$ cat src/hw/rtl/pts_pkg.sv
// Shared types, constants and helpers of the periodic timer scheduler.
// Depends on nothing; every other file of the block imports it.
package pts_pkg;

  // Number of timer slots. Kept in 2..256.
  localparam int SLOTS  = 16;
  localparam int SLOT_W = (SLOTS > 1) ? $clog2(SLOTS) : 1;
  localparam int CNT_W  = $clog2(SLOTS + 1);

  localparam int ID_W   = 32;
  localparam int TIME_W = 48;
  localparam logic [TIME_W-1:0] TIME_MAX = {TIME_W{1'b1}};

  // Depth of the request and result queues.
  localparam int QDEPTH = 2;
  localparam int QPTR_W = (QDEPTH > 1) ? $clog2(QDEPTH) : 1;
  localparam int QCNT_W = $clog2(QDEPTH + 1);

  // Operation codes.
  localparam logic [1:0] FUNC_TICK  = 2'd0;
  localparam logic [1:0] FUNC_REG   = 2'd1;
  localparam logic [1:0] FUNC_UNREG = 2'd2;
  localparam logic [1:0] FUNC_CLEAR = 2'd3;

  // Result kinds.
  localparam logic [1:0] KIND_REG   = 2'd0;
  localparam logic [1:0] KIND_FIRE  = 2'd1;
  localparam logic [1:0] KIND_UNREG = 2'd2;
  localparam logic [1:0] KIND_CLEAR = 2'd3;

  // Status codes.
  localparam logic [1:0] STAT_OK        = 2'd0;
  localparam logic [1:0] STAT_FULL      = 2'd1;
  localparam logic [1:0] STAT_NOT_FOUND = 2'd2;

  typedef struct packed {
    logic [1:0]        op;
    logic [ID_W-1:0]   period;
    logic [ID_W-1:0]   target;
    logic              target_nz;
    logic [TIME_W-1:0] now;
    logic [TIME_W-1:0] deadline;
  } cmd_t;

  typedef struct packed {
    logic [1:0]      kind;
    logic [ID_W-1:0] id;
    logic [1:0]      status;
    logic            last;
  } res_t;

  typedef struct packed {
    logic [ID_W-1:0]   ident;
    logic [ID_W-1:0]   period;
    logic [TIME_W-1:0] deadline;
  } slot_t;

  typedef struct packed {
    logic             scanning;
    logic [CNT_W-1:0] live_cnt;
  } back_stat_t;

  // Saturating time + offset.
  function automatic logic [TIME_W-1:0] sat_add(input logic [TIME_W-1:0] a,
                                                input logic [ID_W-1:0]   b);
    logic [TIME_W:0] s;
    s = {1'b0, a} + {{(TIME_W - ID_W + 1){1'b0}}, b};
    return s[TIME_W] ? TIME_MAX : s[TIME_W-1:0];
  endfunction

endpackage

$ cat src/hw/rtl/pts_front.sv
// Request front end: decodes an incoming request and precomputes its deadline.
// Depends on pts_pkg; feeds pts_cmd_queue.
module pts_front
  import pts_pkg::*;
(
  input  logic              push,
  output logic              full,
  input  logic [1:0]        in_func,
  input  logic [ID_W-1:0]   in_period_ms,
  input  logic [ID_W-1:0]   in_delay_ms,
  input  logic [ID_W-1:0]   in_target_id,
  input  logic [TIME_W-1:0] in_now_ms,
  input  logic              q_full,
  output logic              q_push,
  output cmd_t              cmd
);

  assign full   = q_full;
  assign q_push = push && !q_full;

  always_comb begin
    cmd.op        = in_func;
    cmd.period    = in_period_ms;
    cmd.target    = in_target_id;
    cmd.target_nz = (in_target_id != '0);
    cmd.now       = in_now_ms;
    cmd.deadline  = sat_add(in_now_ms, in_delay_ms);
  end

endmodule

$ cat config.mk
export PLATFORM = sky130hd
export DESIGN_NAME = pts_front
export DESIGN_NICKNAME = d
export VERILOG_FILES = /design/src/hw/rtl/pts_pkg.sv /design/src/hw/rtl/pts_front.sv
export SDC_FILE = /design/constraint.sdc
export NUM_CORES = 1
export LEC_CHECK = 0
export ABC_AREA = 1
export BUFFER_PORTS_ARGS = -buffer_cell sky130_fd_sc_hd__buf_2
export CORE_AREA = 4 4 121 123
export DETAILED_ROUTE_END_ITERATION = 7
export DIE_AREA = 0 0 125 127
export GPL_TIMING_DRIVEN = 0
export PLACE_DENSITY = 0.7
export SETUP_SLACK_MARGIN = 0.1
export SYNTH_ARGS = -nofsm -noshare
export SYNTH_HDL_FRONTEND = slang
export SYNTH_SLANG_ARGS = --single-unit
$ cat constraint.sdc
create_clock -name vclk -period 5.05
set_input_delay 0.505 -clock vclk [all_inputs]
set_output_delay 0.505 -clock vclk [all_outputs]
set_load 0.01 [all_outputs]
==> impl_metrics.toml <==
[run_status]
outcome = "finished clean"

[critical_path]
cp_common_cell = "sky130_fd_sc_hd__nand2_2"
worstPathMaxFanout = 10
cp_top_family = "simple AND/OR/NAND/NOR gates"
worst_setup_path_start_kind = "primary input"
timing.critical_path.cells = "buf_2, ha_1, fa_1, nand3_2, nand3_2, nand2_2, nand2_2, nand2_2, nand2_2, nand3_2, nand2_2, buf_6, inv_2, nand3_1, buf_2"
worst-endpoint-arrival_ns = 2.73
critPathRequiredTime_ns = 4.55
critical_path.n_buffers_inverters = 4
cp_slowest_cell = "sky130_fd_sc_hd__fa_1"
startpoint = "in_delay_ms[0]"
path_class = "primary input to output port"
worstSetupEndpointType = "output port"
timing.critical_path.slowest_cell_delay_ns = 0.50

[synthesis]
synthDominantCellAreaShare_pct = 23.7
synth_simple_gate_area_share_pct = 51.1
synth.net_count = 1118
seq_area_frac_synth_pct = 0
synth_xor_xnor_area_share_pct = 3.22
synth_compound_gate_area_share_pct = 3.78
syn_area_per_cell_um2 = 5.23
synthDominantAreaCellType = "sky130_fd_sc_hd__nand2_1"
adder_cell_area_share_of_the_yosys_netlist_pct = 8.58
synth.top_cells.by_area = "sky130_fd_sc_hd__nand2_1, sky130_fd_sc_hd__buf_4, sky130_fd_sc_hd__inv_1, sky130_fd_sc_hd__ha_1, sky130_fd_sc_hd__nor2_1"
post_synth_mux_area_share_pct = 0
post_synth_instance_area_um2 = 4900
synth_cells = 937
synth.lib_cells_used.distinct = 34
synth_top_family_by_area = "simple AND/OR/NAND/NOR gates"
synthesis_warning_total = 0

[power_and_ir_drop]
p_sw_share_pct = 57.4
proportion_of_power_drawn_by_flip_flops_and_latches_pct = 0
power_per_cell_area_nw_per_um2 = 107
cellInternalPower_w = 0.000297
net_sw_power_w = 0.000400
part_of_the_power_in_the_clock_network_pct = 0
power.share.combinational_pct = 100.0
vdd_ir_drop_max_uv = 44.8
leakagePower_nw = 4.37

[floorplan]
chipHeight_um = 127
effective_utilization_at_floorplan_pct = 35.9
die_area_um2 = 15900
io_pins = 313
chipWidth_um = 125
fp.coreArea_um2 = 13700
std_cell_rows = 43

[final_layout]
flow.area_growth_from_synthesis_pct = 33.1
final-seq-area_um2 = 0
stdcell_area_um2 = 6520
commonest_non_fill_non_tap_cells_in_the_layout = "sky130_fd_sc_hd__nand2_1, sky130_fd_sc_hd__buf_2, sky130_fd_sc_hd__inv_1"
nets = 1399
clock_buffer_count = 0
commonest_non_fill_non_tap_cell_in_the_layout = "sky130_fd_sc_hd__nand2_1"
fraction_of_layout_cells_with_a_size_suffix_above_1_pct = 38.5
nFillCells = 1534
nFlopsAndLatches = 0

[global_routing]
grt_pass1_vias = 5696
antenna_found_initial = 1
grt_pass1_wl_um = 27600
grt.total_usage_pct = 20.8
grt_start_max_net_pins = 11
gr-total-overflow = 0

[route]
final_ant_viol_nets = 0
routed_wirelength_um = 18200
initialDrtViolationCount = 317
vias = 6230
drc_errors = 0
avgRoutedWirePerCell_um = 13.0
routed_via_density = 4.46
dr.pass1.iters = 5

[clock_network]
postCtsSetupRepairBufs = 0
count_of_cells_resized_by_post_cts_repair = 0
post_cts_hold_buffer_count = 0

[placement]
post-dp-hpwl_um = 16500
io_buffers = 279
placed_cell_area_um2 = 6520
gpl.final_weighted_congestion = 0.923

[sta]
timing_hold_violations_final = 0
unrepaired_setup_endpoints_after_global_routing = "no"
setup_viol_count_final = 0
final.period_utilization_pct = 64.1
relSlewSlack_pct = 71.4
max_freq_ghz = 0.309
timing_max_transition_violations_final = 0
worst_tran_pin_value_ns = 0.425
period_minus_slack_ns = 3.24
tns_ns = 0

[hold_path]
holdCritStartpoint = "in_period_ms[23]"
worst_hold_path_type = "primary input to output port"

[job]
maxCapViolCount = 0
synthesized netlist by cell type (4+ instances only):
master	n
sky130_fd_sc_hd__o21bai_1	7
sky130_fd_sc_hd__nor2_1	78
sky130_fd_sc_hd__nor2_2	4
sky130_fd_sc_hd__nor3_1	4
sky130_fd_sc_hd__buf_4	115
sky130_fd_sc_hd__a21oi_1	15
sky130_fd_sc_hd__or2_1	9
sky130_fd_sc_hd__o21ai_0	5
sky130_fd_sc_hd__nor4_1	8
sky130_fd_sc_hd__xor2_1	16
sky130_fd_sc_hd__nand3_2	18
sky130_fd_sc_hd__nand3_1	56
sky130_fd_sc_hd__inv_2	11
sky130_fd_sc_hd__nand2_1	310
sky130_fd_sc_hd__nand2_2	20
sky130_fd_sc_hd__inv_1	180
sky130_fd_sc_hd__ha_1	32
sky130_fd_sc_hd__nand4_1	21
sky130_fd_sc_hd__or2_2	8
power groups by stage:
stage                      clock, W  combinational, W  sequential [W]
floorplan                         0          0.000440               0
finish              0.0000000000265          0.000697               0
CTS                               0          0.000701               0
detailed placement                0          0.000698               0
global placement                  0          0.000695               0
global route        0.0000000000265          0.000769               0
through the flow:
stage	power (W)	instances	utilization, %	hold WS [ns]	worst slack (ns)
floorplan	0.000440	937	-	1.06	2.43
global placement	0.000695	1396	47.7	1.20	1.83
detailed placement	0.000698	1396	47.7	1.20	1.84
CTS	0.000701	1396	47.7	1.20	1.83
global route	0.000769	1397	47.7	1.20	1.71
finish	0.000697	1397	47.7	1.19	1.81
per-layer routing:
metal  vias to the layer above  GRT usage (%)  routed length (um)
li1                       3295              -                   -
met1                      2695           25.5                7560
met2                       223           40.2                9170
met3                        17           2.01                1180
met4                         0           2.93                 285
met5                         -              0                   0
layout make-up:
cell class / instances / area (um^2) / share of cell area, %
Tap cell: 180 / 225 / 3.45
Multi-Input combinational cell: 628 / 3270 / 50.1
Timing Repair Buffer: 279 / 1400 / 21.4
Antenna cell: 1 / 2.50 / 0.0384
Inverter: 191 / 717 / 11.0
Buffer: 118 / 915 / 14.0
final timing paths:
check,end,depth (start not counted)
worst max-delay path,cmd[44],15
worst min-delay path,cmd[152],2
cell families after synthesis:
group	count (synthesis)
adder cells (fa/ha/maj)	33
AO/OA/AOI/OAI	31
XOR/XNOR	18
AND/OR/NAND/NOR	546
buffers and inverters	309
No activity file was read; power rests on OpenSTA's default activity.
