$ cat src/hw/rtl/pts_pkg.sv
// Shared types, constants and helpers of the periodic timer scheduler.
// Depends on nothing; every other file of the block imports it.
package pts_pkg;

  // Number of timer slots. Kept in 2..256.
  localparam int SLOTS  = 16;
  localparam int SLOT_W = (SLOTS > 1) ? $clog2(SLOTS) : 1;
  localparam int CNT_W  = $clog2(SLOTS + 1);

  localparam int ID_W   = 32;
  localparam int TIME_W = 48;
  localparam logic [TIME_W-1:0] TIME_MAX = {TIME_W{1'b1}};

  // Depth of the request and result queues.
  localparam int QDEPTH = 2;
  localparam int QPTR_W = (QDEPTH > 1) ? $clog2(QDEPTH) : 1;
  localparam int QCNT_W = $clog2(QDEPTH + 1);

  // Operation codes.
  localparam logic [1:0] FUNC_TICK  = 2'd0;
  localparam logic [1:0] FUNC_REG   = 2'd1;
  localparam logic [1:0] FUNC_UNREG = 2'd2;
  localparam logic [1:0] FUNC_CLEAR = 2'd3;

  // Result kinds.
  localparam logic [1:0] KIND_REG   = 2'd0;
  localparam logic [1:0] KIND_FIRE  = 2'd1;
  localparam logic [1:0] KIND_UNREG = 2'd2;
  localparam logic [1:0] KIND_CLEAR = 2'd3;

  // Status codes.
  localparam logic [1:0] STAT_OK        = 2'd0;
  localparam logic [1:0] STAT_FULL      = 2'd1;
  localparam logic [1:0] STAT_NOT_FOUND = 2'd2;

  typedef struct packed {
    logic [1:0]        op;
    logic [ID_W-1:0]   period;
    logic [ID_W-1:0]   target;
    logic              target_nz;
    logic [TIME_W-1:0] now;
    logic [TIME_W-1:0] deadline;
  } cmd_t;

  typedef struct packed {
    logic [1:0]      kind;
    logic [ID_W-1:0] id;
    logic [1:0]      status;
    logic            last;
  } res_t;

  typedef struct packed {
    logic [ID_W-1:0]   ident;
    logic [ID_W-1:0]   period;
    logic [TIME_W-1:0] deadline;
  } slot_t;

  typedef struct packed {
    logic             scanning;
    logic [CNT_W-1:0] live_cnt;
  } back_stat_t;

  // Saturating time + offset.
  function automatic logic [TIME_W-1:0] sat_add(input logic [TIME_W-1:0] a,
                                                input logic [ID_W-1:0]   b);
    logic [TIME_W:0] s;
    s = {1'b0, a} + {{(TIME_W - ID_W + 1){1'b0}}, b};
    return s[TIME_W] ? TIME_MAX : s[TIME_W-1:0];
  endfunction

endpackage

$ cat src/hw/rtl/pts_cmd_queue.sv
// Short queue of decoded requests between the front end and the back end.
// Depends on pts_pkg.
module pts_cmd_queue
  import pts_pkg::*;
(
  input  logic clk,
  input  logic rst_n,
  input  logic wr_en,
  input  cmd_t wr_data,
  output logic q_full,
  input  logic rd_en,
  output logic q_empty,
  output cmd_t rd_data
);

  cmd_t              mem_r [QDEPTH];
  logic [QPTR_W-1:0] wptr_r, wptr_nxt, rptr_r, rptr_nxt;
  logic [QCNT_W-1:0] cnt_r, cnt_nxt;
  logic              do_wr, do_rd;

  assign q_full  = (cnt_r == QCNT_W'(QDEPTH));
  assign q_empty = (cnt_r == '0);
  assign rd_data = mem_r[rptr_r];
  assign do_wr   = wr_en && !q_full;
  assign do_rd   = rd_en && !q_empty;

  always_comb begin
    wptr_nxt = wptr_r;
    rptr_nxt = rptr_r;
    cnt_nxt  = cnt_r;
    if (do_wr) begin
      wptr_nxt = (wptr_r == QPTR_W'(QDEPTH - 1)) ? '0 : wptr_r + 1'b1;
    end
    if (do_rd) begin
      rptr_nxt = (rptr_r == QPTR_W'(QDEPTH - 1)) ? '0 : rptr_r + 1'b1;
    end
    if (do_wr && !do_rd) begin
      cnt_nxt = cnt_r + 1'b1;
    end else if (do_rd && !do_wr) begin
      cnt_nxt = cnt_r - 1'b1;
    end
  end

  always_ff @(posedge clk) begin
    if (!rst_n) begin
      wptr_r <= '0;
      rptr_r <= '0;
      cnt_r  <= '0;
    end else begin
      wptr_r <= wptr_nxt;
      rptr_r <= rptr_nxt;
      cnt_r  <= cnt_nxt;
    end
  end

  always_ff @(posedge clk) begin
    if (do_wr) begin
      mem_r[wptr_r] <= wr_data;
    end
  end

endmodule

$ cat config.mk
export PLATFORM = sky130hd
export DESIGN_NAME = pts_cmd_queue
export DESIGN_NICKNAME = d
export VERILOG_FILES = /design/src/hw/rtl/pts_pkg.sv /design/src/hw/rtl/pts_cmd_queue.sv
export SDC_FILE = /design/constraint.sdc
export NUM_CORES = 1
export LEC_CHECK = 0
export BUFFER_PORTS_ARGS = -buffer_cell sky130_fd_sc_hd__buf_2
export CORE_ASPECT_RATIO = 1.25
export CORE_MARGIN = 4
export CORE_UTILIZATION = 35
export DETAILED_ROUTE_END_ITERATION = 10
export SLEW_MARGIN = 5
export SYNTH_ARGS = -nofsm -noshare
export SYNTH_HDL_FRONTEND = slang
export SYNTH_SLANG_ARGS = --single-unit
$ cat constraint.sdc
create_clock -name clk -period 25.9 [get_ports clk]
set_input_delay 6.475 -clock clk [delete_from_list [all_inputs] [get_ports clk]]
set_output_delay 6.475 -clock clk [all_outputs]
set_load 0.03 [all_outputs]
==> impl_metrics.csv, run 1 <==
group,metric,value,unit
run_status,run_status,"finished, final reports clean",
power_and_ir_drop,intPower,1130,uW
clock_tree,clk_latency,0.51,ns
placed_design,place_ws,16.83,ns
route,avgRoutedWirePerCell,18.0,um
floorplan,die-area,38100,um2
clock_tree,cts.sinks,331,
timing,timing.setup.tns,0,ns
clock_tree,post_cts_buffers,0,
timing,fmax,104,MHz
synthesis,ys_types,21,
placed_design,numPortBuffers,331,
timing,rsz0062_at_grt,"no",
power_and_ir_drop,worst_ir_drop_vdd,0.0759,mV
route,ant_nets,0,
critical_path,start_kind,"register",
power_and_ir_drop,power.switching,529,uW
synthesis,syn_avg_cell_area,23.1,um2
floorplan,io_pins,332,
placed_design,gp_congestion,0.728,
route,vias_per_cell,4.47,
route,drtIter0Drc,307,
route,firstDrtPassIters,4,
cells_and_area,fill_cells,3081,
timing,period_needed,9.57,ns
timing,finalSetupViolations,0,
synthesis,synth_warnings,0,
clock_tree,clk_path_buf_depth,3,
timing,setup_slack,16.33,ns
critical_path,cp_cell_sequence,"buf_4, mux2_2, buf_2",
power_and_ir_drop,power_density,107,nW/um2
timing,hold_violations,0,
power_and_ir_drop,switching_share,31.8,%
floorplan,core_area,34500,um2
synthesis,netlist.area_leader.share,79.8,%
synthesis,synth_area,12300,um2
global_route,grt_pass1_vias,6535,
global_route,grt_pass1_wl,37200,um
clock_tree,ctsResizeCount,0,
route,wirelength,24900,um
global_route,grt-ovfl-total,0,
power_and_ir_drop,combPwrFrac,30.0,%
synthesis,synthCells,532,
floorplan,die_w,175,um
synthesis,yosys.area.top_type,"edfxtp_1",
critical_path,cpPeakStageDelay,0.91,ns
synthesis,synth.net_count,700,
timing,slew_headroom,26.2,%
power_and_ir_drop,clkPwrFrac,27.8,%
synthesis,ys_seq_area_share,80.6,%
critical_path,worst-setup-path-type,"register to primary output",
cells_and_area,syn_to_final_growth,26.3,%
timing,period_share,36.9,%
critical_path,end_kind,"primary output",
clock_tree,postCtsHoldBufs,0,
cells_and_area,nets,1056,
synthesis,synth_area_leaders,"edfxtp_1 (80%), mux2_4 (8.6%), mux2_2 (8.5%)",
critical_path,crit_required,19.42,ns
floorplan,dieHeight,217,um
floorplan,initial_utilization,35.5,%
cells_and_area,drive_above_1_share,60.1,%
clock_tree,cts_tree,"done",
global_route,grt_max_degree,68,
global_route,grt.total_usage,12.5,%
critical_path,critPathArrivalTime,3.09,ns
placed_design,dp_hpwl,16700,um
route,drc,0,
clock_tree,cts_buffers,34,
critical_path,crit_fanout,59,
floorplan,rows,76,
critical_path,cp_num_buf_inv,2,
critical_path,cp_slowest_cell,"dfxtp_4",
critical_path,cpLargestDelayFamily,"buffers and inverters",
global_route,antenna_found_initial,7,
timing,worst_clock_skew,0.0208,ns
clock_tree,h-tree-depth,2,
power_and_ir_drop,seqPwrFrac,42.2,%
power_and_ir_drop,p_leak,0.00584,uW
synthesis,synth-seq-cells,331,
run,max_cap_viol_count,0,
clock_tree,cts_root_buffer,"clkbuf_16",
min_path,hold_class,"register to register",
timing,worst_pin_slew,1.11,ns
route,vias,6166,
timing,maxSlewViolCount,0,
clock_tree,clkSlewWorstSetupHoldPaths,0.06,ns
[cells by family after synthesis]
family | synth area share [%]
flip-flops | 80.6
multiplexers | 17.1
buffers and inverters | 1.25
AND/OR/NAND/NOR | 0.449
AO/OA/AOI/OAI | 0.265
XOR/XNOR | 0.214
adder cells (fa/ha/maj) | 0.102
[power by group through the flow]
stage          sequential [uW]  combinational (uW)  clock [uW]
2_1_floorplan              711                 388           0
3_3_place_gp               712                 508           0
3_5_place_dp               716                 509           0
4_1_cts                    705                 510         480
5_1_grt                    710                 528         502
6_report                   703                 499         462
[synth_stat cells]
master / number
and3_1: 1
edfxtp_1: 326
mux2_2: 93
a21boi_1: 1
or3_1: 1
a21boi_0: 1
buf_2: 9
o21ai_0: 1
mux2_4: 70
xor2_1: 1
o21ai_1: 1
o21a_1: 1
and2_1: 3
nor3_2: 1
xnor2_1: 2
ha_1: 1
dfxtp_1: 5
nand2b_1: 1
buf_6: 9
inv_1: 2
nor2_1: 2
[state kept, by name, summed over array words and instances, names as in the netlist, named ones only]
name,cells
mem_r,326
cnt_r,2
wptr_r,1
rptr_r,1
[placed cells by master (no fill, tap or decap), types with 2 or more instances in the layout]
master and count:
buf_2 331, edfxtp_1 326, mux2_2 93, mux2_4 70
clkbuf_16 37, clkbuf_1 8, buf_4 7, clkinv_1 6
diode_2 4, dfxtp_1 4, and2_1 3, inv_1 2
nor2_1 2, xnor2_1 2, clkinv_2 2, bufinv_16 2
[worst paths after layout]
check                               from             to  slack [ns]  cells after the start
worst max-delay path            register    rd_data[28]       16.33                      3
worst min-delay path            cnt_r[1]       cnt_r[1]        0.52                      2
worst max register to register  cnt_r[0]  mem_r[0][134]       23.36                      5
worst min register to register  cnt_r[1]       cnt_r[1]        0.52                      2
[layer usage]
metal,wire [um],GRT usage [%],up-vias,share of wire [%]
li1,-,-,2836,-
met3,2270,5.07,39,9.1
met1,9190,13.8,3052,37
met5,42,0,-,0.17
met4,548,4.60,6,2.2
met2,12800,21.9,233,52
[stage by stage]
stage               hold WS, ns  power [uW]  instances  utilization (%)  cell area [um2]
finish                    0.522        1660       1380             44.9            15500
global route              0.541        1740       1380             44.9            15500
CTS                       0.517        1690       1376             44.9            15500
detailed placement        0.507        1220       1320             41.8            14400
global placement          0.498        1220       1320             41.8            14400
floorplan                 0.483        1100        532                -            12300
[layout make-up]
cell class	count	area, um2	share of cell area (%)
antenna	4	10.0	0.0646
clock buffer	45	956	6.17
clock inverter	11	100	0.646
inverter	2	7.51	0.0484
multi-input combinational	181	2240	14.4
sequential	331	9890	63.8
tap	468	586	3.78
timing repair buffer	338	1710	11.0
[worst min-delay path, cell delays in order, from the launching register on]
cell and delay [ns]:
dfxtp_1 0.33, o21ai_0 0.08, a21boi_1 0.06
Power figures use the tool's default switching activity.
==> run 2, diff against run 1 <==
Clock period 25.9 ns to 7.92 ns, I/O delays scaled along.
==> impl_metrics.csv, run 2 (synthesized netlist as in run 1, its figures left out) <==
group,metric,value,unit
critical_path,cp_cell_sequence,"buf_4, buf_4, mux2_2, buf_2",
clock_tree,clk_path_buf_depth,3,
critical_path,worst-setup-path-type,"register to primary output",
critical_path,crit_fanout,39,
power_and_ir_drop,clkPwrFrac,29.5,%
floorplan,initial_utilization,35.5,%
timing,hold_slack,0.533,ns
route,firstDrtPassIters,4,
clock_tree,post_cts_buffers,0,
timing,timing.setup.tns,0,ns
global_route,antenna_found_initial,5,
run,max_cap_viol_count,0,
critical_path,r2r_cells,3,
global_route,grt_pass1_vias,6607,
placed_design,placedCellCount,1321,
min_path,min_path_cells,2,
timing,maxSlewViolCount,0,
floorplan,dieHeight,217,um
critical_path,cp_slowest_cell,"buf_4",
power_and_ir_drop,seqPwrFrac,40.9,%
floorplan,die_w,175,um
route,avgRoutedWirePerCell,18.3,um
timing,rsz0062_at_grt,"no",
placed_design,numPortBuffers,331,
clock_tree,postCtsHoldBufs,0,
power_and_ir_drop,power.switching,1750,uW
clock_tree,clk_latency,0.50,ns
placed_design,gp_congestion,0.721,
critical_path,start_kind,"register",
timing,fmax,203,MHz
timing,period_share,62.2,%
route,ant_nets,0,
critical_path,end_kind,"primary output",
cells_and_area,utilization,45.2,%
clock_tree,cts_buffers,34,
power_and_ir_drop,power_density,357,nW/um2
clock_tree,cts_tree,"done",
min_path,holdCritStartpoint,"cnt_r[1]",
power_and_ir_drop,combPwrFrac,29.5,%
global_route,grt_pass1_wl,37800,um
route,vias_per_cell,4.43,
clock_tree,h-tree-depth,2,
critical_path,r2r_start,"cnt_r[0]",
cells_and_area,layoutNonFillerInstCount,1381,
power_and_ir_drop,intPower,3810,uW
floorplan,core_area,34500,um2
power_and_ir_drop,p_leak,0.00590,uW
timing,worst_clock_skew,0.00635,ns
global_route,grt.total_usage,12.8,%
floorplan,io_pins,332,
global_route,grt_max_degree,68,
timing,finalSetupViolations,0,
power_and_ir_drop,switching_share,31.5,%
cells_and_area,nets,1057,
clock_tree,cts_root_buffer,"clkbuf_16",
cells_and_area,syn_to_final_growth,27.1,%
cells_and_area,largest_register,"mem_r",
critical_path,crit_required,5.94,ns
global_route,grt-ovfl-total,0,
cells_and_area,drive_above_1_share,60.9,%
route,drtIter0Drc,324,
route,wirelength,25300,um
critical_path,crit_path_frequent_cell,"buf_4",
min_path,hold_class,"register to register",
timing,worst_pin_slew,0.975,ns
floorplan,die-area,38100,um2
min_path,worstHoldEndpoint,"cnt_r[1]",
clock_tree,cts.sinks,331,
critical_path,rrSetupSlack,5.36,ns
critical_path,cpPeakStageDelay,0.64,ns
placed_design,dp_hpwl,17100,um
run_status,run_status,"finished, final reports clean",
clock_tree,clkSlewWorstSetupHoldPaths,0.06,ns
cells_and_area,final_common_cell,"buf_2",
cells_and_area,final_cell_mix,"buf_2 (331), edfxtp_1 (326), mux2_2 (93)",
power_and_ir_drop,power,5560,uW
power_and_ir_drop,worst_ir_drop_vdd,0.239,mV
critical_path,critPathArrivalTime,2.95,ns
route,vias,6112,
floorplan,rows,76,
route,drc,0,
timing,hold_violations,0,
timing,period_needed,4.93,ns
timing,slew_headroom,35.0,%
cells_and_area,largest_reg_flops,326,
cells_and_area,reg.largest.list,"mem_r x326, cnt_r x2",
clock_tree,ctsResizeCount,0,
critical_path,r2r-end,"mem_r[1][96]",
-- run 2: cell types whose count changed in the layout (fill, tap and decap cells not counted), sizes merged --
cell / before / now
bufinv: 2 / 5
clkbuf: 45 / 43
diode: 4 / 2
clkinv: 8 / 9
buf: 338 / 339
-- run 2: power by group through the flow --
| stage | Clock [uW] | Combinational (uW) | Sequential (uW) |
|---|---|---|---|
| global placement | 0 | 1670 | 2310 |
| detailed placement | 0 | 1680 | 2320 |
| finish | 1640 | 1640 | 2280 |
| global route | 1780 | 1750 | 2300 |
| floorplan | 0 | 1270 | 2310 |
| CTS | 1710 | 1680 | 2280 |
-- run 2: worst max path at each step --
stage,from,endpoint,slack [ns]
floorplan,wr_en,mem_r[0][0],1.53
global placement,register,rd_data[49],3.50
detailed placement,register,rd_data[49],3.48
CTS,register,rd_data[49],2.91
global route,register,rd_data[49],2.80
finish,register,rd_data[49],2.99
-- run 2: through the flow --
step	setup WS (ns)	instance area, um2
5_1_grt	2.80	15600
2_1_floorplan	1.53	12300
6_report	2.99	15600
3_5_place_dp	3.48	14400
3_3_place_gp	3.50	14400
4_1_cts	2.91	15600
-- run 2: layout make-up --
class / instances / area, um2
inverter: 2 / 7.51
multi-input combinational: 181 / 2240
antenna: 2 / 5.00
clock buffer: 43 / 948
timing repair buffer: 339 / 1720
sequential: 331 / 9890
tap: 468 / 586
fill: 3069 / 18900
clock inverter: 15 / 204
-- run 2: critical path, delay by kind of cell, from the launching register on --
family	cells	cell delay, ns
flops	1	0.59
mux	1	0.40
buf+inv	3	1.38
-- run 2: layer usage --
layer  part of all wire (%)  GRT usage (%)  wire length (um)
met4                    2.6           4.50               648
met3                    9.2           5.18              2330
met5                   0.16              0                41
met2                     50           21.8             12700
met1                     38           14.6              9580
