**config.mk**
```make
export PLATFORM = sky130hd
export DESIGN_NAME = pts_res_queue
export DESIGN_NICKNAME = d
export VERILOG_FILES = /design/src/hw/rtl/pts_pkg.sv /design/src/hw/rtl/pts_res_queue.sv
export SDC_FILE = /design/constraint.sdc
export NUM_CORES = 1
export LEC_CHECK = 0
export ABC_AREA = 0
export BUFFER_PORTS_ARGS = -buffer_cell sky130_fd_sc_hd__buf_2
export CORE_MARGIN = 2
export CORE_UTILIZATION = 33
export CTS_BUF_LIST = sky130_fd_sc_hd__clkbuf_4 sky130_fd_sc_hd__clkbuf_8 sky130_fd_sc_hd__clkbuf_16
export DETAILED_ROUTE_END_ITERATION = 6
export SETUP_SLACK_MARGIN = 0.15
export SLEW_MARGIN = 25
export SYNTH_ARGS = -nofsm -noshare
export SYNTH_HDL_FRONTEND = slang
export SYNTH_SLANG_ARGS = --single-unit
```
**constraint.sdc**
```tcl
create_clock -name clk -period 3 [get_ports clk]
set_input_delay 0.3 -clock clk [delete_from_list [all_inputs] [get_ports clk]]
set_output_delay 0.3 -clock clk [all_outputs]
set_load 0.05 [all_outputs]
```
**src/hw/rtl/pts_pkg.sv**
```systemverilog
// Shared types, constants and helpers of the periodic timer scheduler.
// Depends on nothing; every other file of the block imports it.
package pts_pkg;

  // Number of timer slots. Kept in 2..256.
  localparam int SLOTS  = 16;
  localparam int SLOT_W = (SLOTS > 1) ? $clog2(SLOTS) : 1;
  localparam int CNT_W  = $clog2(SLOTS + 1);

  localparam int ID_W   = 32;
  localparam int TIME_W = 48;
  localparam logic [TIME_W-1:0] TIME_MAX = {TIME_W{1'b1}};

  // Depth of the request and result queues.
  localparam int QDEPTH = 2;
  localparam int QPTR_W = (QDEPTH > 1) ? $clog2(QDEPTH) : 1;
  localparam int QCNT_W = $clog2(QDEPTH + 1);

  // Operation codes.
  localparam logic [1:0] FUNC_TICK  = 2'd0;
  localparam logic [1:0] FUNC_REG   = 2'd1;
  localparam logic [1:0] FUNC_UNREG = 2'd2;
  localparam logic [1:0] FUNC_CLEAR = 2'd3;

  // Result kinds.
  localparam logic [1:0] KIND_REG   = 2'd0;
  localparam logic [1:0] KIND_FIRE  = 2'd1;
  localparam logic [1:0] KIND_UNREG = 2'd2;
  localparam logic [1:0] KIND_CLEAR = 2'd3;

  // Status codes.
  localparam logic [1:0] STAT_OK        = 2'd0;
  localparam logic [1:0] STAT_FULL      = 2'd1;
  localparam logic [1:0] STAT_NOT_FOUND = 2'd2;

  typedef struct packed {
    logic [1:0]        op;
    logic [ID_W-1:0]   period;
    logic [ID_W-1:0]   target;
    logic              target_nz;
    logic [TIME_W-1:0] now;
    logic [TIME_W-1:0] deadline;
  } cmd_t;

  typedef struct packed {
    logic [1:0]      kind;
    logic [ID_W-1:0] id;
    logic [1:0]      status;
    logic            last;
  } res_t;

  typedef struct packed {
    logic [ID_W-1:0]   ident;
    logic [ID_W-1:0]   period;
    logic [TIME_W-1:0] deadline;
  } slot_t;

  typedef struct packed {
    logic             scanning;
    logic [CNT_W-1:0] live_cnt;
  } back_stat_t;

  // Saturating time + offset.
  function automatic logic [TIME_W-1:0] sat_add(input logic [TIME_W-1:0] a,
                                                input logic [ID_W-1:0]   b);
    logic [TIME_W:0] s;
    s = {1'b0, a} + {{(TIME_W - ID_W + 1){1'b0}}, b};
    return s[TIME_W] ? TIME_MAX : s[TIME_W-1:0];
  endfunction

endpackage

```
**src/hw/rtl/pts_res_queue.sv**
```systemverilog
// Output queue of result records, read through the empty/pop side.
// Depends on pts_pkg.
module pts_res_queue
  import pts_pkg::*;
(
  input  logic clk,
  input  logic rst_n,
  input  logic wr_en,
  input  res_t wr_data,
  output logic q_full,
  input  logic rd_en,
  output logic q_empty,
  output res_t rd_data
);

  res_t              mem_r [QDEPTH];
  logic [QPTR_W-1:0] wptr_r, wptr_nxt, rptr_r, rptr_nxt;
  logic [QCNT_W-1:0] cnt_r, cnt_nxt;
  logic              do_wr, do_rd;

  assign q_full  = (cnt_r == QCNT_W'(QDEPTH));
  assign q_empty = (cnt_r == '0);
  assign rd_data = mem_r[rptr_r];
  assign do_wr   = wr_en && !q_full;
  assign do_rd   = rd_en && !q_empty;

  always_comb begin
    wptr_nxt = wptr_r;
    rptr_nxt = rptr_r;
    cnt_nxt  = cnt_r;
    if (do_wr) begin
      wptr_nxt = (wptr_r == QPTR_W'(QDEPTH - 1)) ? '0 : wptr_r + 1'b1;
    end
    if (do_rd) begin
      rptr_nxt = (rptr_r == QPTR_W'(QDEPTH - 1)) ? '0 : rptr_r + 1'b1;
    end
    if (do_wr && !do_rd) begin
      cnt_nxt = cnt_r + 1'b1;
    end else if (do_rd && !do_wr) begin
      cnt_nxt = cnt_r - 1'b1;
    end
  end

  always_ff @(posedge clk) begin
    if (!rst_n) begin
      wptr_r <= '0;
      rptr_r <= '0;
      cnt_r  <= '0;
    end else begin
      wptr_r <= wptr_nxt;
      rptr_r <= rptr_nxt;
      cnt_r  <= cnt_nxt;
    end
  end

  always_ff @(posedge clk) begin
    if (do_wr) begin
      mem_r[wptr_r] <= wr_data;
    end
  end

endmodule

```
==> out/qor.yml, run 1 <==
sta:
  max_freq_mhz: 452
  report.final.slew_viol_count: 0
  fin_skew_ns: 0.00786
  setup_viol: 0
  slew_headroom: 0.399
  hold_viol: 0
  tns_ns: 0
  tightest_slew_ns: 0.901
  worst_slack_ns: 0.787
  fin_crit_sh: 0.738
  rsz0062_at_grt: "false"
  finalCriticalPeriod_ns: 2.21
synthesis:
  synth_top_family_by_area: "multiplexers"
  avgSynthCellArea_um2: 20.7
  synth_xor_area_frac: 0.00906
  synth_cells: 140
  synth_fa_ha_area_frac: 0.00431
  synth-seq-cells: 79
  yosysWarnings: 0
  synth-edff-count: 74
  synth_seq_area_share: 0.801
  synth-compound-area-share: 0.0112
  async_reset_ff_frac: 0
  syn_nets: 182
  synth_common_cells: "edfxtp_1, mux2_2, dfxtp_1"
  yosysMostFrequentCell: "edfxtp_1"
  synth.distinct_cells: 21
  yosysTopAreaCellShare: 0.766
  synth_simple_gate_area_share: 0.0190
  syn_area_um2: 2900
  post_synth_mux_area_share: 0.144
  synth_top_area_cell: "edfxtp_1"
  synth_area_leaders: "edfxtp_1, mux2_2, dfxtp_1, buf_4, and2_1"
  synthFlopType: "edfxtp_1"
finish:
  area_growth_syn_to_layout_pct: 24.8
  diodes: 0
  layout.nets: 271
  fill_cells: 822
  drive_above_1_share: 0.588
  fin_area_um2: 3620
die:
  ios: 80
  core_um2: 8640
  die_y_um: 97.8
  initial_utilization: 0.336
  rows: 34
  chipWidth_um: 97.8
  dieArea_um2: 9560
setup_path:
  reg2reg_depth: 3
  rr_startpoint: "cnt_r[0]"
  path_max_fanout: 37
  cp-start-kind: "flip-flop"
  critPathKind: "flip-flop to output port"
  worstPathRequired_ns: 2.70
  cp-end-kind: "output port"
  cp.arrival_ns: 1.91
cts:
  htreeDepth: 3
  path_clk_slew_ns: 0.08
  cts_buffers: 9
  clock_path_buffers: 2
  clock-sinks: 79
  clock-root-buffer: "clkbuf_8"
  clock_latency_ns: 0.34
  cts_tree: "built"
  cts_resized: 0
  hold_buffers: 0
  cts_setup_buffers: 0
placed_design:
  hpwl_um: 3210
  gp_congestion: 0.642
  io_buffers: 79
  place_area_um2: 3430
  place_ws_ns: 1.07
status:
  outcome: "completed"
global_route:
  grt_pass1_wl_um: 7920
  grt_max_degree: 38
  overflow: 0
  grt_pass1_vias: 1576
  track_usage: 0.109
  antenna_found_initial: 0
power_and_ir_drop:
  ir_worst_vdd_uv: 554
  switching_share: 0.387
  p_int_mw: 2.13
  clkPwrFrac: 0.213
  power.density_nw_per_um2: 960
  sequentialPowerShare: 0.430
  combPwrFrac: 0.357
  p_leak_nw: 1.35
  switching_power_mw: 1.35
drt:
  drt-initial-drc-count: 44
  drc: 0
  viasPerCell: 4.43
  via_count: 1509
  first_pass_iters: 4
  wl_per_cell_um: 14.7
  ant_nets: 0
  finalWirelength_um: 5010
hold_path:
  hold_path.startpoint: "wr_data[9]"
  hp-class: "input pin to flip-flop"
  hold_path_depth: 1
flow_run:
  drv_cap: 0
power groups by stage:
stage	Clock [mW]	Combinational, mW	Sequential, mW
after global routing	0.812	1.30	1.53
after global placement	0	1.25	1.52
final	0.740	1.24	1.50
after CTS	0.773	1.26	1.51
after detailed placement	0	1.25	1.53
after floorplan	0	1.06	1.45
worst max-delay path: stages (launching register included):
cell	delay, ns
dfxtp_2	0.92
mux2_2	0.43
buf_2	0.22
metal layers:
metal,GRT usage,wire length (um)
met2,0.165,2320
met5,0,0
met4,0.0449,57
met3,0.0415,283
met1,0.143,2340
worst paths after layout:
| check | to | slack [ns] |
|---|---|---|
| max | rd_data[28] | 0.79 |
| min | mem_r[1][9] | 0.15 |
| max reg2reg | mem_r[1][8] | 1.16 |
| min reg2reg | cnt_r[1] | 0.54 |
cell families (layout without fill, tap and decap cells):
logic type | Yosys count | after routing
flops | 79 | 79
mux | 37 | 37
simple gates | 9 | 9
buf+inv | 6 | 99
compound gates | 5 | 5
xor+xnor | 3 | 3
fa+ha+maj | 1 | 1
cell type report:
type	instances	area [um^2]	area share
clock buffer	9	124	0.0342
clock inverter	6	62.6	0.0173
inverter	2	7.51	0.00207
multi-input combinational	55	551	0.152
sequential	79	2320	0.642
tap	108	135	0.0373
timing repair buffer	82	418	0.115
per-stage QoR:
stage,util,cells,hold WS (ns),power [mW]
global placement,0.398,326,0.489,2.77
finish,0.419,341,0.147,3.48
global route,0.419,341,0.120,3.64
detailed placement,0.398,326,0.491,2.78
floorplan,-,140,0.399,2.51
CTS,0.419,341,0.123,3.54
flip-flops by register name, summed over array words and instances, names as in the netlist, named ones only:
| signal | count |
|---|---|
| mem_r | 74 |
| cnt_r | 2 |
| rptr_r | 1 |
| wptr_r | 1 |
placed cells by master (no fill, tap or decap):
master,instances
bufinv_16,1
xor2_1,1
clkinvlp_4,2
o21a_1,1
clkbuf_8,9
nand2b_1,1
inv_2,1
xnor2_1,2
clkinv_4,1
buf_4,3
nor3_4,1
buf_2,79
dfxtp_1,4
o21ai_0,1
a21boi_1,1
nor2_1,2
clkinv_1,1
ha_1,1
clkinv_2,1
inv_1,1
dfxtp_2,1
edfxtp_1,74
o21ai_1,1
and2_1,3
mux2_2,37
or3_1,1
and3_2,1
a21boi_0,1
Power figures use the tool's default switching activity.
==> run 2, diff against run 1 <==
ABC_AREA = 1   (was 0)
clock period = 2.1 ns   (was 3 ns; I/O delays follow)
==> out/qor.yml, run 2 <==
power_and_ir_drop:
  sequentialPowerShare: 0.423  # was 0.430
  p_leak_nw: 1.49  # was 1.35 nW
  p_int_mw: 2.99  # was 2.13 mW
  combPwrFrac: 0.379  # was 0.357
  switching_power_mw: 1.87  # was 1.35 mW
  power.density_nw_per_um2: 1290  # was 960 nW/um^2
  ir_worst_vdd_uv: 751  # was 554 uV
  switching_share: 0.384  # was 0.387
  clkPwrFrac: 0.198  # was 0.213
placed_design:
  gp_congestion: 0.643  # was 0.642
  hpwl_um: 3330  # was 3210 um
  io_buffers: 79  # unchanged
  place_area_um2: 3590  # was 3430 um^2
  placed_cells: 345  # was 326
finish:
  layout_commonest_cell: "buf_2"  # unchanged
  drive_above_1_share: 0.568  # was 0.588
  diodes: 0  # unchanged
  final_util: 0.413  # was 0.419
  area_growth_syn_to_layout_pct: 22.6  # was 24.8%
  instances_no_fill: 361  # was 341
  fin_area_um2: 3760  # was 3620 um^2
  largest_reg_flops: 74  # unchanged
  layout_common_cells: "buf_2, edfxtp_1, mux2_4"  # was buf_2, edfxtp_1, mux2_2
  largest-register: "mem_r"  # unchanged
  largest_registers: "mem_r (74), cnt_r (2)"  # unchanged
  fill_cells: 853  # was 822
  layout.nets: 287  # was 271
die:
  ios: 80  # unchanged
  chipWidth_um: 100  # was 97.8 um
  core_um2: 9110  # was 8640 um^2
  rows: 35  # was 34
  initial_utilization: 0.337  # was 0.336
  dieArea_um2: 10100  # was 9560 um^2
  die_y_um: 100  # was 97.8 um
global_route:
  grt_pass1_vias: 1581  # was 1576
  antenna_found_initial: 0  # unchanged
  overflow: 0  # unchanged
  track_usage: 0.103  # was 0.109
  grt_pass1_wl_um: 7550  # was 7920 um
  grt_max_degree: 20  # was 38
hold_path:
  hold_path.startpoint: "wr_data[1]"  # was wr_data[9]
  hp-class: "input pin to flip-flop"  # unchanged
cts:
  cts_setup_buffers: 0  # unchanged
  cts_tree: "built"  # unchanged
  clock_path_buffers: 2  # unchanged
  htreeDepth: 3  # unchanged
  clock-sinks: 79  # unchanged
  cts_resized: 0  # unchanged
  hold_buffers: 0  # unchanged
  path_clk_slew_ns: 0.08  # about the same
  cts_buffers: 9  # unchanged
  clock_latency_ns: 0.35  # was 0.34 ns
  clock-root-buffer: "clkbuf_8"  # unchanged
drt:
  wl_per_cell_um: 13.8  # was 14.7 um
  finalWirelength_um: 4990  # was 5010 um
  first_pass_iters: 4  # unchanged
  drt-initial-drc-count: 50  # was 44
  drc: 0  # unchanged
  via_count: 1554  # was 1509
  ant_nets: 0  # unchanged
  viasPerCell: 4.30  # was 4.43
sta:
  fin_skew_ns: 0.00775  # was 0.00786 ns
  setup_viol: 0  # unchanged
  finalCriticalPeriod_ns: 1.79
  holdWs_ns: 0.0472  # was 0.147 ns
  fin_crit_sh: 0.852
  tightest_slew_ns: 0.351  # was 0.901 ns
  hold_viol: 0  # unchanged
  report.final.slew_viol_count: 0  # unchanged
  slew_headroom: 0.766  # was 0.399
  max_freq_mhz: 559
  rsz0062_at_grt: "false"  # unchanged
setup_path:
  slowest_stage: "mux2_2"  # was dfxtp_2
  rr_startpoint: "cnt_r[1]"  # was cnt_r[0]
  path_max_fanout: 19  # was 37
  worstPathRequired_ns: 1.89  # was 2.70 ns
  critPathKind: "flip-flop to output port"  # unchanged
  cpPeakStageDelay_ns: 0.37  # was 0.92 ns
  cp.arrival_ns: 1.58  # was 1.91 ns
  path_cells: "buf_4, mux2_2, buf_2"  # was mux2_2, buf_2
  cp-end-kind: "output port"  # unchanged
  cp-start-kind: "flip-flop"  # unchanged
synthesis:
  yosysWarnings: 0  # unchanged
  synthFlopType: "edfxtp_1"  # unchanged
  synth_seq_area_share: 0.757  # was 0.801
  synth_common_cells: "edfxtp_1, mux2_4, nor2_1"  # was edfxtp_1, mux2_2, dfxtp_1
  synth_top_area_cell: "edfxtp_1"  # unchanged
  avgSynthCellArea_um2: 20.1  # was 20.7 um^2
  synth-edff-count: 74  # unchanged
  syn_nets: 195  # was 182
  async_reset_ff_frac: 0  # unchanged
  yosysMostFrequentCell: "edfxtp_1"  # unchanged
  synth-seq-cells: 79  # unchanged
  synth.distinct_cells: 15  # was 21
  synth_area_leaders: "edfxtp_1, mux2_4, dfxtp_1, mux2_2, buf_12"  # was edfxtp_1, mux2_2, dfxtp_1, buf_4, and2_1
  synth_cells: 153  # was 140
  yosysTopAreaCellShare: 0.724  # was 0.766
  syn_area_um2: 3070  # was 2900 um^2
status:
  outcome: "completed"  # unchanged
flow_run:
  drv_cap: 0  # unchanged
run 2: cells by family after synthesis:
family          synth area share
simple gates              0.0245
mux                        0.173
fa+ha+maj                0.00408
compound gates           0.00775
buf+inv                   0.0343
flops                      0.757
run 2: cell type report:
type,count,area [um^2],share of cell area
flip-flops and latches,79,2320,0.618
multi-input cells,61,656,0.174
repair buffers,85,440,0.117
well taps,111,139,0.0369
clock buffers,10,131,0.0349
clock inverters,6,37.5,0.00998
inverters,9,33.8,0.00898
run 2: critical path, delay by kind of cell, from the launching register on:
kind                   cells  cell delay (ns)
flip-flops                 1             0.33
multiplexers               1             0.37
buffers and inverters      2             0.53
run 2: worst paths after layout:
path                                     to  depth (start not counted)  slack [ns]
worst min-delay path            mem_r[0][1]                          1        0.05
worst max register to register     cnt_r[1]                          9        0.50
worst max-delay path            rd_data[14]                          3        0.31
worst min register to register       rptr_r                          2        0.54
run 2: power by group through the flow:
| stage | clock, mW | combinational, mW | sequential (mW) |
|---|---|---|---|
| floorplan | 0 | 1.55 | 2.09 |
| global placement | 0 | 1.84 | 2.08 |
| detailed placement | 0 | 1.86 | 2.10 |
| CTS | 1.01 | 1.87 | 2.06 |
| global route | 1.08 | 1.95 | 2.08 |
| finish | 0.960 | 1.84 | 2.06 |
run 2: per-layer routing:
metal,global-route usage,part of all wire,wire length [um],up-vias
met5,0,0,0,-
met4,0.0569,0.012,60,0
met3,0.0411,0.061,306,6
met2,0.166,0.51,2540,50
met1,0.117,0.42,2080,743
li1,-,-,-,755
run 2: metrics by stage:
step                      setup WS, ns  TNS, ns  total power [mW]
after floorplan                 -0.371   -27.42              3.63
after global routing             0.222        0              5.11
final                            0.310        0              4.86
after detailed placement         0.502        0              3.96
after CTS                        0.277        0              4.94
after global placement           0.653        0              3.93
